`src/design/chroma_key_rotate_pixel_defines.svh`:
```
// Assertion macros shared by the chroma key design files.
`ifndef CHROMA_KEY_ROTATE_PIXEL_DEFINES_SVH
`define CHROMA_KEY_ROTATE_PIXEL_DEFINES_SVH
`ifndef SYNTHESIS
// Checked while reset is low.
`define CKRP_ASSERT(lbl, clk, rst, prop) \
  lbl: assert property (@(posedge clk) disable iff (rst) prop) \
    else $error("ckrp assertion failed");
// Checked on every edge, reset included.
`define CKRP_ASSERT_ALWAYS(lbl, clk, prop) \
  lbl: assert property (@(posedge clk) prop) else $error("ckrp assertion failed");
`else
`define CKRP_ASSERT(lbl, clk, rst, prop)
`define CKRP_ASSERT_ALWAYS(lbl, clk, prop)
`endif
`endif

```
`src/design/ckrp_pkg.sv`:
```
package ckrp_pkg;

  // Defaults for the top-level parameters
  localparam int MAX_DIM_DEF        = 4096;
  localparam int TRIG_FRAC_BITS_DEF = 14;
  localparam int FIFO_DEPTH         = 4;

  // Configuration port
  localparam int CFG_IDX_W  = 3;
  localparam int CFG_DATA_W = 13;

  typedef enum logic [CFG_IDX_W-1:0] {
    REG_IMAGE_WIDTH  = 3'd0,
    REG_IMAGE_HEIGHT = 3'd1,
    REG_ANGLE_DEG    = 3'd2,
    REG_X_OFFSET     = 3'd3,
    REG_Y_OFFSET     = 3'd4,
    REG_GREEN_ABOVE  = 3'd5,
    REG_RED_BELOW    = 3'd6,
    REG_BLUE_BELOW   = 3'd7
  } cfg_reg_t;

  // Register reset values
  localparam logic [12:0] IMAGE_WIDTH_RST  = 13'd640;
  localparam logic [12:0] IMAGE_HEIGHT_RST = 13'd480;
  localparam logic [7:0]  ANGLE_DEG_RST    = 8'd0;
  localparam logic [11:0] X_OFFSET_RST     = 12'd800;
  localparam logic [11:0] Y_OFFSET_RST     = 12'd80;
  localparam logic [7:0]  GREEN_ABOVE_RST  = 8'd160;
  localparam logic [7:0]  RED_BELOW_RST    = 8'd128;
  localparam logic [7:0]  BLUE_BELOW_RST   = 8'd128;

  localparam int COORD_W = 15;

  // Pixel color
  typedef struct packed {
    logic [7:0] red;
    logic [7:0] green;
    logic [7:0] blue;
  } pix_t;

  // Classification of one request, front to back
  typedef struct packed {
    logic keyed;
    logic last;
    pix_t pix;
  } front_info_t;

  // round(sin(d deg) * 2^16), d = 0..90
  localparam logic [16:0] SIN_TAB16 [91] = '{
    17'd0, 17'd1144, 17'd2287, 17'd3430, 17'd4572, 17'd5712, 17'd6850, 17'd7987,
    17'd9121, 17'd10252, 17'd11380, 17'd12505, 17'd13626, 17'd14742, 17'd15855,
    17'd16962, 17'd18064, 17'd19161, 17'd20252, 17'd21336, 17'd22415, 17'd23486,
    17'd24550, 17'd25607, 17'd26656, 17'd27697, 17'd28729, 17'd29753, 17'd30767,
    17'd31772, 17'd32768, 17'd33754, 17'd34729, 17'd35693, 17'd36647, 17'd37590,
    17'd38521, 17'd39441, 17'd40348, 17'd41243, 17'd42126, 17'd42995, 17'd43852,
    17'd44695, 17'd45525, 17'd46341, 17'd47143, 17'd47930, 17'd48703, 17'd49461,
    17'd50203, 17'd50931, 17'd51643, 17'd52339, 17'd53020, 17'd53684, 17'd54332,
    17'd54963, 17'd55578, 17'd56175, 17'd56756, 17'd57319, 17'd57865, 17'd58393,
    17'd58903, 17'd59396, 17'd59870, 17'd60326, 17'd60764, 17'd61183, 17'd61584,
    17'd61966, 17'd62328, 17'd62672, 17'd62997, 17'd63303, 17'd63589, 17'd63856,
    17'd64104, 17'd64332, 17'd64540, 17'd64729, 17'd64898, 17'd65048, 17'd65177,
    17'd65287, 17'd65376, 17'd65446, 17'd65496, 17'd65526, 17'd65536
  };

  // Sine of d degrees (d <= 90), rounded half up to frac fraction bits
  function automatic logic [16:0] trig_scaled(input logic [6:0] d, input int frac);
    logic [16:0] v;
    v = SIN_TAB16[(d > 7'd90) ? 7'd90 : d];
    if (frac >= 16) begin
      return v;
    end
    return (v + (17'd1 << (15 - frac))) >> (16 - frac);
  endfunction

endpackage

```
`src/design/ckrp_front.sv`:
```
`include "chroma_key_rotate_pixel_defines.svh"

module ckrp_front #(
  parameter int MAX_DIM = ckrp_pkg::MAX_DIM_DEF,
  parameter int DW      = $clog2(MAX_DIM)
) (
  input  logic                   clk,
  input  logic                   rst,
  input  logic                   clear,
  input  logic                   s_tvalid,
  output logic                   s_tready,
  input  logic [23:0]            s_tdata,     // blue, green, red
  input  logic [12:0]            image_width,
  input  logic [12:0]            image_height,
  input  logic [7:0]             green_above,
  input  logic [7:0]             red_below,
  input  logic [7:0]             blue_below,
  input  logic                   fifo_full,
  output logic                   push,
  output ckrp_pkg::front_info_t  info,
  output logic [DW-1:0]          x,
  output logic [DW-1:0]          y
);

  localparam int DIMW = $clog2(MAX_DIM + 1);
  localparam int CW   = (DIMW > 13) ? DIMW : 13;

  logic [DW-1:0] column, column_next;
  logic [DW-1:0] rows_done, rows_done_next;
  logic [CW-1:0] w_eff, h_eff;
  logic          row_end;
  ckrp_pkg::pix_t pix;

  assign s_tready = !fifo_full;
  assign push     = s_tvalid && s_tready;
  assign pix      = '{red: s_tdata[23:16], green: s_tdata[15:8], blue: s_tdata[7:0]};

  // Effective frame size, clamped to 1..MAX_DIM
  always_comb begin
    if (image_width == 13'd0) begin
      w_eff = CW'(1);
    end else if (CW'(image_width) > CW'(MAX_DIM)) begin
      w_eff = CW'(MAX_DIM);
    end else begin
      w_eff = CW'(image_width);
    end
    if (image_height == 13'd0) begin
      h_eff = CW'(1);
    end else if (CW'(image_height) > CW'(MAX_DIM)) begin
      h_eff = CW'(MAX_DIM);
    end else begin
      h_eff = CW'(image_height);
    end
  end

  // Classify and place the pixel
  always_comb begin
    row_end    = ((CW + 1)'(column) + (CW + 1)'(1)) >= {1'b0, w_eff};
    info.last  = row_end && (((CW + 1)'(rows_done) + (CW + 1)'(1)) >= {1'b0, h_eff});
    info.keyed = (pix.green > green_above) && (pix.red < red_below) &&
                 (pix.blue < blue_below);
    info.pix   = pix;
    x          = column;
    y          = DW'(h_eff - CW'(1) - CW'(rows_done));
  end

  // Position counters
  always_comb begin
    column_next    = column;
    rows_done_next = rows_done;
    if (clear) begin
      column_next    = '0;
      rows_done_next = '0;
    end else if (push) begin
      if (info.last) begin
        column_next    = '0;
        rows_done_next = '0;
      end else if (row_end) begin
        column_next    = '0;
        rows_done_next = rows_done + DW'(1);
      end else begin
        column_next = column + DW'(1);
      end
    end
  end

  always_ff @(posedge clk) begin
    if (rst) begin
      column    <= '0;
      rows_done <= '0;
    end else begin
      column    <= column_next;
      rows_done <= rows_done_next;
    end
  end

  `CKRP_ASSERT_ALWAYS(a_reset_home, clk, rst |=> (column == '0) && (rows_done == '0))
  `CKRP_ASSERT(a_frame_wrap, clk, rst,
    push && info.last && !clear |=> (column == '0) && (rows_done == '0))
  `CKRP_ASSERT(a_last_on_row_end, clk, rst, info.last |-> row_end)

endmodule

```
`src/design/ckrp_fifo.sv`:
```
`include "chroma_key_rotate_pixel_defines.svh"

module ckrp_fifo #(
  parameter int WIDTH = 8,
  parameter int DEPTH = ckrp_pkg::FIFO_DEPTH
) (
  input  logic             clk,
  input  logic             rst,
  input  logic             push,
  input  logic [WIDTH-1:0] wdata,
  output logic             full,
  input  logic             pop,
  output logic             valid,
  output logic [WIDTH-1:0] rdata
);

  localparam int AW   = (DEPTH > 1) ? $clog2(DEPTH) : 1;
  localparam int CNTW = $clog2(DEPTH + 1);

  logic [WIDTH-1:0] mem [DEPTH];
  logic [AW-1:0]    wr_ptr, rd_ptr;
  logic [CNTW-1:0]  count;
  logic             do_push, do_pop;

  assign full    = (count == CNTW'(DEPTH));
  assign valid   = (count != '0);
  assign do_push = push && !full;
  assign do_pop  = pop && valid;
  assign rdata   = mem[rd_ptr];

  // Storage
  always_ff @(posedge clk) begin
    if (do_push) begin
      mem[wr_ptr] <= wdata;
    end
  end

  // Pointers and fill count
  always_ff @(posedge clk) begin
    if (rst) begin
      wr_ptr <= '0;
      rd_ptr <= '0;
      count  <= '0;
    end else begin
      if (do_push) begin
        wr_ptr <= (wr_ptr == AW'(DEPTH - 1)) ? '0 : wr_ptr + AW'(1);
      end
      if (do_pop) begin
        rd_ptr <= (rd_ptr == AW'(DEPTH - 1)) ? '0 : rd_ptr + AW'(1);
      end
      if (do_push && !do_pop) begin
        count <= count + CNTW'(1);
      end else if (do_pop && !do_push) begin
        count <= count - CNTW'(1);
      end
    end
  end

  `CKRP_ASSERT(a_count_bound, clk, rst, count <= CNTW'(DEPTH))
  `CKRP_ASSERT(a_no_drop, clk, rst, push |-> !full)
  `CKRP_ASSERT(a_count_up, clk, rst, do_push && !do_pop |=> count == $past(count) + CNTW'(1))

endmodule

```
`src/design/ckrp_back.sv`:
```
`include "chroma_key_rotate_pixel_defines.svh"

module ckrp_back #(
  parameter int MAX_DIM        = ckrp_pkg::MAX_DIM_DEF,
  parameter int TRIG_FRAC_BITS = ckrp_pkg::TRIG_FRAC_BITS_DEF,
  parameter int DW             = $clog2(MAX_DIM)
) (
  input  logic                   clk,
  input  logic                   rst,
  input  logic [7:0]             angle_deg,
  input  logic [11:0]            x_offset,
  input  logic [11:0]            y_offset,
  input  logic                   in_valid,
  output logic                   in_ready,
  input  ckrp_pkg::front_info_t  info,
  input  logic [DW-1:0]          x,
  input  logic [DW-1:0]          y,
  output logic                   m_tvalid,
  input  logic                   m_tready,
  output logic [55:0]            m_tdata,  // draw_x, draw_y, out_red, out_green, out_blue
  output logic                   m_tuser,  // visible
  output logic                   m_tlast
);

  localparam int P  = TRIG_FRAC_BITS;
  localparam int TW = P + 2;
  localparam int PW = DW + 1 + TW;
  localparam int SW = PW + 1;
  localparam int CO = ckrp_pkg::COORD_W;

  // Sine/cosine for the current angle, registered
  logic                 ang_neg, cos_neg;
  logic [7:0]           d, ds;
  logic [16:0]          sin_raw, cos_raw;
  logic signed [TW-1:0] sin_s, cos_s, sin_val, cos_val;

  always_comb begin
    ang_neg = angle_deg > 8'd180;
    d       = ang_neg ? angle_deg - 8'd180 : angle_deg;
    ds      = (d > 8'd90) ? 8'd180 - d : d;
    sin_raw = ckrp_pkg::trig_scaled(ds[6:0], P);
    if (d <= 8'd90) begin
      cos_raw = ckrp_pkg::trig_scaled(7'(8'd90 - d), P);
      cos_neg = 1'b0;
    end else begin
      cos_raw = ckrp_pkg::trig_scaled(7'(d - 8'd90), P);
      cos_neg = 1'b1;
    end
    sin_s = signed'({1'b0, sin_raw[P:0]});
    cos_s = signed'({1'b0, cos_raw[P:0]});
    if (ang_neg) begin
      sin_s = -sin_s;
    end
    if (ang_neg ^ cos_neg) begin
      cos_s = -cos_s;
    end
  end

  always_ff @(posedge clk) begin
    sin_val <= sin_s;
    cos_val <= cos_s;
  end

  // Stage A: products
  logic                 a_valid, en;
  ckrp_pkg::front_info_t a_info;
  logic signed [PW-1:0] prod_xc, prod_ys, prod_xs, prod_yc;
  logic signed [DW:0]   x_s, y_s;

  assign en       = !m_tvalid || m_tready;
  assign in_ready = en || !a_valid;
  assign x_s      = signed'({1'b0, x});
  assign y_s      = signed'({1'b0, y});

  always_ff @(posedge clk) begin
    if (rst) begin
      a_valid <= 1'b0;
    end else if (in_ready) begin
      a_valid <= in_valid;
    end
  end

  always_ff @(posedge clk) begin
    if (in_ready && in_valid) begin
      a_info  <= info;
      prod_xc <= x_s * cos_val;
      prod_ys <= y_s * sin_val;
      prod_xs <= x_s * sin_val;
      prod_yc <= y_s * cos_val;
    end
  end

  // Stage B: sums, truncation toward zero, offsets
  localparam logic signed [SW-1:0] RND    = SW'((1 << P) - 1);
  localparam logic signed [SW-1:0] NO_RND = SW'(0);
  logic signed [SW-1:0] sum_x, sum_y, quot_x, quot_y, dx, dy;

  always_comb begin
    sum_x  = SW'(prod_xc) - SW'(prod_ys);
    sum_y  = SW'(prod_xs) + SW'(prod_yc);
    quot_x = (sum_x + (sum_x[SW-1] ? RND : NO_RND)) >>> P;
    quot_y = (sum_y + (sum_y[SW-1] ? RND : NO_RND)) >>> P;
    dx     = quot_x + signed'(SW'(x_offset));
    dy     = quot_y + signed'(SW'(y_offset));
  end

  // Output register
  always_ff @(posedge clk) begin
    if (rst) begin
      m_tvalid <= 1'b0;
    end else if (en) begin
      m_tvalid <= a_valid;
    end
  end

  always_ff @(posedge clk) begin
    if (en && a_valid) begin
      m_tlast <= a_info.last;
      if (a_info.keyed) begin
        m_tuser <= 1'b0;
        m_tdata <= '0;
      end else begin
        m_tuser <= 1'b1;
        m_tdata <= {2'b00, a_info.pix.blue, a_info.pix.green, a_info.pix.red,
                    dy[CO-1:0], dx[CO-1:0]};
      end
    end
  end

  `CKRP_ASSERT(a_stage_hold, clk, rst, a_valid && !en |=> a_valid)
  `CKRP_ASSERT(a_keyed_zero, clk, rst, m_tvalid && !m_tuser |-> m_tdata == '0)
  `CKRP_ASSERT(a_advance, clk, rst, en && a_valid |=> m_tvalid)

endmodule

```
`src/design/chroma_key_rotate_pixel.sv`:
```
// Green-screen chroma key with rotation, one BGR pixel per request.
//
// Input stream s_*: pixels in bottom-up raster order, tdata = blue, green, red.
// Column and row are counted inside; x = column, y = height - 1 - rows done.
// Output stream m_*: tuser = visible; tdata = draw_x, draw_y, red, green, blue
// (position and color are zero for a keyed pixel); tlast marks the last pixel.
// Configuration: cfg_write with cfg_index / cfg_data sets one register per
// clock. Writing the width or height restarts the frame count. Write only
// while no pixel is in flight.
//
// A pixel goes through the queue, stage A and the output register. Throughput
// is one pixel per cycle: a 4-entry queue splits the classifier from the
// two-stage multiply/add path, so the input keeps flowing while the output
// stalls until the queue and both stages are full, then s_tready drops.
// Reset (rst, synchronous) loads the default registers, zeros the counters and
// empties the queue and pipeline.
module chroma_key_rotate_pixel #(
  parameter int MAX_DIM        = ckrp_pkg::MAX_DIM_DEF,
  parameter int TRIG_FRAC_BITS = ckrp_pkg::TRIG_FRAC_BITS_DEF
) (
  input  logic                            clk,
  input  logic                            rst,
  input  logic                            s_tvalid,
  output logic                            s_tready,
  input  logic [23:0]                     s_tdata,   // blue, green, red
  output logic                            m_tvalid,
  input  logic                            m_tready,
  output logic [55:0]                     m_tdata,   // draw_x, draw_y, red, green, blue
  output logic                            m_tuser,   // visible
  output logic                            m_tlast,
  input  logic                            cfg_write,
  input  logic [ckrp_pkg::CFG_IDX_W-1:0]  cfg_index,
  input  logic [ckrp_pkg::CFG_DATA_W-1:0] cfg_data
);

  localparam int DW = $clog2(MAX_DIM);
  localparam int FW = $bits(ckrp_pkg::front_info_t) + 2 * DW;

  logic [12:0] image_width, image_height;
  logic [7:0]  angle_deg, green_above, red_below, blue_below;
  logic [11:0] x_offset, y_offset;
  logic        clear;

  // Configuration registers
  always_ff @(posedge clk) begin
    if (rst) begin
      image_width  <= ckrp_pkg::IMAGE_WIDTH_RST;
      image_height <= ckrp_pkg::IMAGE_HEIGHT_RST;
      angle_deg    <= ckrp_pkg::ANGLE_DEG_RST;
      x_offset     <= ckrp_pkg::X_OFFSET_RST;
      y_offset     <= ckrp_pkg::Y_OFFSET_RST;
      green_above  <= ckrp_pkg::GREEN_ABOVE_RST;
      red_below    <= ckrp_pkg::RED_BELOW_RST;
      blue_below   <= ckrp_pkg::BLUE_BELOW_RST;
    end else if (cfg_write) begin
      case (cfg_index)
        ckrp_pkg::REG_IMAGE_WIDTH:  image_width  <= cfg_data;
        ckrp_pkg::REG_IMAGE_HEIGHT: image_height <= cfg_data;
        ckrp_pkg::REG_ANGLE_DEG:    angle_deg    <= cfg_data[7:0];
        ckrp_pkg::REG_X_OFFSET:     x_offset     <= cfg_data[11:0];
        ckrp_pkg::REG_Y_OFFSET:     y_offset     <= cfg_data[11:0];
        ckrp_pkg::REG_GREEN_ABOVE:  green_above  <= cfg_data[7:0];
        ckrp_pkg::REG_RED_BELOW:    red_below    <= cfg_data[7:0];
        ckrp_pkg::REG_BLUE_BELOW:   blue_below   <= cfg_data[7:0];
        default: ;
      endcase
    end
  end

  // Size writes restart the frame
  assign clear = cfg_write && ((cfg_index == ckrp_pkg::REG_IMAGE_WIDTH) ||
                               (cfg_index == ckrp_pkg::REG_IMAGE_HEIGHT));

  logic                  push, fifo_full, fifo_valid, pop;
  ckrp_pkg::front_info_t f_info, r_info;
  logic [DW-1:0]         f_x, f_y, r_x, r_y;
  logic [FW-1:0]         fifo_wdata, fifo_rdata;

  ckrp_front #(.MAX_DIM(MAX_DIM), .DW(DW)) u_front (
    .clk          (clk),
    .rst          (rst),
    .clear        (clear),
    .s_tvalid     (s_tvalid),
    .s_tready     (s_tready),
    .s_tdata      (s_tdata),
    .image_width  (image_width),
    .image_height (image_height),
    .green_above  (green_above),
    .red_below    (red_below),
    .blue_below   (blue_below),
    .fifo_full    (fifo_full),
    .push         (push),
    .info         (f_info),
    .x            (f_x),
    .y            (f_y)
  );

  assign fifo_wdata = {f_info, f_x, f_y};
  assign {r_info, r_x, r_y} = fifo_rdata;

  ckrp_fifo #(.WIDTH(FW), .DEPTH(ckrp_pkg::FIFO_DEPTH)) u_fifo (
    .clk   (clk),
    .rst   (rst),
    .push  (push),
    .wdata (fifo_wdata),
    .full  (fifo_full),
    .pop   (pop),
    .valid (fifo_valid),
    .rdata (fifo_rdata)
  );

  logic back_ready;
  assign pop = fifo_valid && back_ready;

  ckrp_back #(.MAX_DIM(MAX_DIM), .TRIG_FRAC_BITS(TRIG_FRAC_BITS), .DW(DW)) u_back (
    .clk       (clk),
    .rst       (rst),
    .angle_deg (angle_deg),
    .x_offset  (x_offset),
    .y_offset  (y_offset),
    .in_valid  (fifo_valid),
    .in_ready  (back_ready),
    .info      (r_info),
    .x         (r_x),
    .y         (r_y),
    .m_tvalid  (m_tvalid),
    .m_tready  (m_tready),
    .m_tdata   (m_tdata),
    .m_tuser   (m_tuser),
    .m_tlast   (m_tlast)
  );

endmodule
```
`config.mk`:
```
export PLATFORM = sky130hd
export DESIGN_NAME = chroma_key_rotate_pixel
export DESIGN_NICKNAME = d
export VERILOG_FILES = /design/src/design/ckrp_pkg.sv /design/src/design/ckrp_front.sv /design/src/design/ckrp_fifo.sv /design/src/design/ckrp_back.sv /design/src/design/chroma_key_rotate_pixel.sv
export VERILOG_INCLUDE_DIRS = /design/src /design/src/design
export SDC_FILE = /design/constraint.sdc
export NUM_CORES = 2
export LEC_CHECK = 0
export BUFFER_PORTS_ARGS = -buffer_cell sky130_fd_sc_hd__buf_2
export CAP_MARGIN = 10
export CORE_ASPECT_RATIO = 1.2
export CORE_UTILIZATION = 56
export CTS_BUF_LIST = sky130_fd_sc_hd__clkbuf_8
export CTS_CLUSTER_DIAMETER = 60
export CTS_CLUSTER_SIZE = 8
export DETAILED_ROUTE_END_ITERATION = 6
export GPL_TIMING_DRIVEN = 0
export PLACE_DENSITY = 0.74
export SLEW_MARGIN = 40
export SYNTH_ARGS = -nofsm -noshare
export SYNTH_HDL_FRONTEND = slang
export SYNTH_SLANG_ARGS = --single-unit
```
`constraint.sdc`:
```
create_clock -name clk -period 12.3 [get_ports clk]
set_clock_uncertainty 0.2 [all_clocks]
set_input_delay 0.615 -clock clk [delete_from_list [all_inputs] [get_ports clk]]
set_output_delay 0.615 -clock clk [all_outputs]
set_load 0.03 [all_outputs]
```
Word level (Yosys, flattened, before mapping)
Memory sizes are Yosys's and may differ from the RTL's. A register that Yosys moved wholly into a read port is not among the register bits.
Index checks and enable logic that the tools add are counted.
{"block": "classes", "add_sub_neg": 25, "n_mul": 4, "magnitude_cmp": 16, "n_eq_ne": 10, "n_mux": 34, "bitwise_logic": 4, "n_reduce_logical": 35}
{"cell": "13-bit by 16-bit multiplier with 29-bit output", "count": 4}
{"cell": "17-bit 2-to-1 mux", "count": 6}
{"cell": "29-bit adder", "count": 2}
{"cell": "13-bit 2-to-1 mux", "count": 4}
{"cell": "17-bit by 2-bit adder with 17-bit output (second input constant)", "count": 3}
{"cell": "12-bit 2-to-1 mux", "count": 4}
{"cell": "15-bit 2-to-1 mux", "count": 3}
{"cell": "15-bit negation with 16-bit output", "count": 2}
{"cell": "15-bit by 13-bit adder with 15-bit output", "count": 2}
{"cell": "29-bit by 29-bit adder with 30-bit output", "count": 1}
{"cell": "29-bit by 29-bit subtractor with 30-bit output", "count": 1}
{"cell": "14-bit 2-to-1 mux", "count": 2}
{"cell": "7-bit 2-to-1 mux", "count": 4}
{"cell": "12-bit by 1-bit adder with 13-bit output (second input constant)", "count": 2}
{"cell": "13-bit > comparator (second input constant)", "count": 2}
{"cell": "13-bit logical NOT", "count": 2}
{"cell": "12-bit by 1-bit adder with 12-bit output (second input constant)", "count": 2}
{"cell": "8-bit greater-or-equal comparator (second input constant)", "count": 3}
{"cell": "7-bit NOT with 8-bit output", "count": 3}
{"cell": "7-bit > comparator (second input constant)", "count": 3}
{"cell": "2-bit AND reduction", "count": 9}
{"cell": "8-bit < comparator", "count": 2}
{"cell": "3-bit equality test (second input constant)", "count": 5}
{"cell": "14-bit by 13-bit greater-or-equal comparator with 1-bit output", "count": 1}
{"cell": "other kinds (29)", "count": 56}
{"block": "totals", "ff_bits": 347, "ram_bits": 200, "rom_bits": 6528, "in_bits": 45, "word_cells": 164, "n_memories": 4}
{"name": "(no name shown)", "words": 128, "width": 17, "read_ports": 1, "rd_clocked_by_memory_dff": 0, "write_ports": 0, "line_no": "ckrp_pkg.sv:69", "text": "v = SIN_TAB16[(d > 7'd90) ? 7'd90 : d];"}
{"name": "(no name shown)", "words": 128, "width": 17, "read_ports": 1, "rd_clocked_by_memory_dff": 0, "write_ports": 0, "line_no": "ckrp_pkg.sv:69"}
{"name": "(no name shown)", "words": 128, "width": 17, "read_ports": 1, "rd_clocked_by_memory_dff": 0, "write_ports": 0, "line_no": "ckrp_pkg.sv:69"}
{"name": "u_fifo.mem", "words": 4, "width": 50, "read_ports": 1, "rd_clocked_by_memory_dff": 1, "write_ports": 1, "line_no": "ckrp_fifo.sv:20", "text": "logic [WIDTH-1:0] mem [DEPTH];"}

Longest topological paths before layout
{"block": "depth", "word_depth": 13, "mapped_depth": 42}

Cells and area by module
From an unflattened synthesis, not the netlist that was laid out.
{"block": "hier_totals", "cells_unflattened": 6598, "hier_area_um2": 62919.1}
{"module": "ckrp_back", "n_inst": 1, "cells_per_inst": 5546, "area_each_um2": 48462.7}
{"module": "ckrp_fifo", "n_inst": 1, "cells_per_inst": 312, "area_each_um2": 7699.9}
{"module": "ckrp_front", "n_inst": 1, "cells_per_inst": 431, "area_each_um2": 3427.0}
{"module": "chroma_key_rotate_pixel", "n_inst": 1, "cells_per_inst": 309, "area_each_um2": 3329.4}

Least setup slack after synthesis
OpenSTA, ideal clock, no wires.
{"block": "synth_timing", "path_type": "input-to-reg", "startpoint": "input m_tready", "endpoint": "register u_fifo.count[2]", "setup_ns": 0.070, "arrival_time_ns": 9.523, "slack_ns": 2.507, "stages": 9, "path_buffers": 0, "path_cell_list": "nor2b_1 > a21oi_1 > inv_1 > ha_1 > inv_1 > fa_1 > xor2_1 > or3_1 > a21oi_1"}
{"block": "synth_via", "elab_chain_cells": 7}
{"element": "start, declared", "line_no": "chroma_key_rotate_pixel.sv:27", "text": "input logic m_tready,"}
{"element": "1-bit logical OR *", "line_no": "ckrp_back.sv:70", "text": "assign en = !m_tvalid || m_tready;"}
{"element": "1-bit logical OR *", "line_no": "ckrp_back.sv:71", "text": "assign in_ready = en || !a_valid;"}
{"element": "1-bit logical AND *", "line_no": "chroma_key_rotate_pixel.sv:113", "text": "assign pop = fifo_valid && back_ready;"}
{"element": "net pop", "line_no": "chroma_key_rotate_pixel.sv:74", "text": "logic push, fifo_full, fifo_valid, pop;"}
{"element": "1-bit logical AND *", "line_no": "ckrp_fifo.sv:28", "text": "assign do_pop = pop && valid;"}
{"element": "1-bit logical NOT", "line_no": "ckrp_fifo.sv:51", "text": "if (do_push && !do_pop) begin"}
{"element": "1-bit logical AND", "line_no": "ckrp_fifo.sv:51"}
{"element": "3-bit 2-to-1 mux or 2-bit nonzero test (tied branches)"}
{"element": "end signal, assigned", "line_no": "ckrp_fifo.sv:52", "text": "count <= count + CNTW'(1);"}
{"element": "end signal, assigned", "line_no": "ckrp_fifo.sv:54", "text": "count <= count - CNTW'(1);"}
{"element": "end, declared", "line_no": "ckrp_fifo.sv:22", "text": "logic [CNTW-1:0] count;"}
The timed path passes the listed nets; every way through them passes the cells marked *.
A chain may end at the register's enable or synchronous reset.

Worst setup path in the final report
{"block": "layout_timing", "startpoint": "register angle_deg[0]", "endpoint": "register u_back.cos_val[12]"}
{"block": "layout_via", "elab_chain_cells": 13}
{"element": "start, declared", "line_no": "chroma_key_rotate_pixel.sv:40", "text": "logic [7:0] angle_deg, green_above, red_below, blue_below;"}
{"element": "start signal, assigned", "line_no": "chroma_key_rotate_pixel.sv:49", "text": "angle_deg <= ckrp_pkg::ANGLE_DEG_RST;"}
{"element": "start signal, assigned", "line_no": "chroma_key_rotate_pixel.sv:59", "text": "ckrp_pkg::REG_ANGLE_DEG: angle_deg <= cfg_data[7:0];"}
{"element": "8-bit subtractor or 8-bit > comparator (tied branches)", "line_no": "ckrp_back.sv:39, ckrp_back.sv:38"}
{"element": "8-bit 2-to-1 mux", "line_no": "ckrp_back.sv:39", "text": "d = ang_neg ? angle_deg - 8'd180 : angle_deg;"}
{"element": "7-bit subtractor (on tied branches)", "line_no": "ckrp_back.sv:46, ckrp_back.sv:43"}
{"element": "7-bit > comparator", "line_no": "ckrp_pkg.sv:69"}
{"element": "7-bit 2-to-1 mux", "line_no": "ckrp_pkg.sv:69"}
{"element": "7-bit NOT with 8-bit output", "line_no": "ckrp_pkg.sv:69"}
{"element": "memory 128 x 17 bit"}
{"element": "17-bit 2-to-1 mux (2 in a row)", "line_no": "ckrp_pkg.sv:69"}
{"element": "17-bit by 2-bit adder with 17-bit output", "line_no": "ckrp_pkg.sv:73", "text": "return (v + (17'd1 << (15 - frac))) >> (16 - frac);"}
{"element": "15-bit 2-to-1 mux", "line_no": "ckrp_back.sv:42", "text": "if (d <= 8'd90) begin"}
{"element": "15-bit negation with 16-bit output", "line_no": "ckrp_back.sv:55", "text": "cos_s = -cos_s;"}
{"element": "15-bit 2-to-1 mux *", "line_no": "ckrp_back.sv:54", "text": "if (ang_neg ^ cos_neg) begin"}
{"element": "net u_back.cos_s[12]", "line_no": "ckrp_back.sv:35", "text": "logic signed [TW-1:0] sin_s, cos_s, sin_val, cos_val;"}
{"element": "end signal, assigned", "line_no": "ckrp_back.sv:61", "text": "cos_val <= cos_s;"}
{"element": "end, declared", "line_no": "ckrp_back.sv:35"}
The timed path passes the listed nets; every way through them passes the cells marked *. The select of a mux whose other input is x is not followed.

==> qor.csv <==
metric,value,unit
antenna_found_initial,16,
critPathMaxStageDelay,0.73,ns
crit_top_cell,clkbuf_1,
synth_common_cells,"960 x inv_1, 759 x nand2_1, 718 x fa_1",
maxCapViolCount,0,
path_class,register to register,
critPathSlowestCell,clkbuf_1,
wirelength,218000,µm
clk_pin_slew,0.06,ns
yosysTopAreaCell,fa_1,
cts_hold_buf,34,
async_reset_ff_share,0,%
clk_root_buffer_cell,clkbuf_8,
reg2reg_from,angle_deg[0],
grt_usage,39.0,%
area_delta_synth_final,7.62,%
synthCells,6699,
tightestPinTransition,0.950,ns
die_w,307,µm
crit_arrival,11.78,ns
outcome,"finished, violations left",
hold_class,input pin to register,
yosysMostFrequentCell,inv_1,
cts_tree,yes,
io_buffers,94,
finalNonFillerCells,8479,
vias_per_cell,6.14,
hold_depth,4,
min_from,cfg_index[0],
max_slew_margin,36.3,%
synth_area,62400,µm²
ys.flop_type,edfxtp_1,
num-fill-cells,9353,
grt_pass1_vias,54100,
cp-start-kind,register,
core_area,110000,µm²
cts_buffer_depth,3,
utilization,61.1,%
fmaxAchievable,87.6,MHz
remaining_drc_errors,1,
cp_max_fo,11,
synth_seq_area_share,23.9,%
rsz0062_at_grt,no,
avgRoutedWirePerCell,25.7,µm
path_buf_inv,10,
finalCriticalPeriod,11.41,ns
synth_cell_types,121,
num_vias,52100,
end_kind,register,
cts_buffers,80,
synth-edff-count,398,
dieArea,113000,µm²
grt_max_degree,28,
h-tree-depth,3,
ys_ff_latch,547,
placementRows,133,
r2r_end,u_back.cos_val[12],
worst-r2r-setup-slack,0.89,ns
ioPinCount,105,
dpl.hpwl,175000,µm
setup_viol,0,
min_to,image_width[1],
reg2reg_depth,31,
drive_above_1_share,6.44,%
grt_overflow,0,
drt_iter0_markers,4604,
cts_setup_buffers,0,
placedCellCount,8299,
finalHoldViolCount,0,
dr.pass1.iters,7,
cts.sinks,547,
postCtsResizedCells,0,
ant_nets,0,
period_share,92.8,%
gp_congestion,1.01,
violations,DRC,
grt_pass1_wl,327000,µm
yosysWarnings,0,
synth_area_leaders,"fa_1 23%, edfxtp_1 19%, ha_1 9.3%, inv_1 5.8%, dfxtp_1 4.8%",
crit_required,12.67,ns
slew_viol_final,0,
worstSkewPairLatency,0.77,ns
num-nets-final,8157,
die_h,368,µm
initial_utilization,56.8,%
crit_family,buffers and inverters,
synth_top_area_share,23.0,%
syn-mean-instance-area,9.32,µm²
==> routing by layer <==
metal / wire, µm / GRT usage [%] / vias up
li1: - / - / 22900
met1: 78300 / 44.7 / 25800
met2: 102000 / 63.7 / 2440
met3: 16500 / 7.07 / 902
met4: 20900 / 31.9 / 16
met5: 111 / 0 / -
==> registers in the layout, indices dropped and copies added (netlist names), 13 cells and up, named ones only <==
register / flops
image_height: 13
image_width: 13
u_back.a_info: 26
u_back.cos_val: 16
u_back.m_tdata: 54
u_back.prod_xc: 29
u_back.prod_xs: 29
u_back.prod_yc: 29
u_back.prod_ys: 29
u_back.sin_val: 16
u_fifo.mem: 200
==> tightest hold or removal path, delay by kind of cell <==
| kind | cells | cell delay, ns |
|---|---|---|
| simple gates | 2 | 0.23 |
| compound gates | 1 | 0.12 |
| buf+inv | 1 | 0.09 |
==> cell type report <==
class	count	area (µm²)	area share [%]
Tap cell	1485	1860	2.76
Timing Repair Buffer	149	1150	1.71
Inverter	967	3630	5.40
Sequential cell	547	14900	22.2
Clock inverter	63	354	0.527
Multi-Input combinational cell	4836	42700	63.6
Clock buffer	81	1110	1.66
Buffer	350	1440	2.14
Antenna cell	1	2.50	0.00372
==> logic make-up after synthesis <==
logic type,after synthesis,synth area share (%)
compound gates,1276,13.4
xor+xnor,302,4.30
fa+ha+maj,1186,32.4
buf+inv,1317,8.07
flops,547,23.9
mux,82,2.35
other cells,1,0.00601
simple gates,1988,15.5
==> placed cells by master (no fill, tap or decap), types with 116 or more instances in the layout <==
master,n
buf_2,135
ha_1,463
nor2_1,293
clkbuf_1,262
edfxtp_1,398
fa_1,718
o21ai_0,223
dfxtp_1,149
xnor2_1,217
and2_1,435
nand2_1,759
a21oi_1,397
nor3_1,116
inv_1,1013
==> per-stage QoR <==
| stage | hold WS, ns | TNS (ns) | cell area, µm² | setup WS [ns] |
|---|---|---|---|---|
| floorplan | 0.200 | 0 | 62400 | 2.51 |
| global placement | 0.213 | -20.72 | 64800 | -1.74 |
| detailed placement | 0.211 | 0 | 65400 | 1.11 |
| CTS | 0.0702 | 0 | 67200 | 1.09 |
| global route | 0.116 | 0 | 67200 | 0.896 |
| finish | 0.134 | 0 | 67200 | 0.891 |
==> how the worst max path moves through the flow <==
| stage | endpoint | slack (ns) | cells past startpoint | from |
|---|---|---|---|---|
| 6_report | u_back.cos_val[12] | 0.89 | 31 | angle_deg[0] |
| 5_1_grt | u_back.cos_val[12] | 0.90 | 31 | angle_deg[0] |
| 4_1_cts | u_back.sin_val[13] | 1.09 | 30 | angle_deg[0] |
| 3_5_place_dp | u_back.sin_val[14] | 1.11 | 30 | angle_deg[0] |
| 3_3_place_gp | u_fifo.count[2] | -1.74 | 10 | m_tready |
| 2_1_floorplan | u_fifo.count[2] | 2.51 | 9 | m_tready |
Power is left out: the tool's default activity adds up to more than one toggle a clock period on the data nets, which glitch-free logic cannot reach.
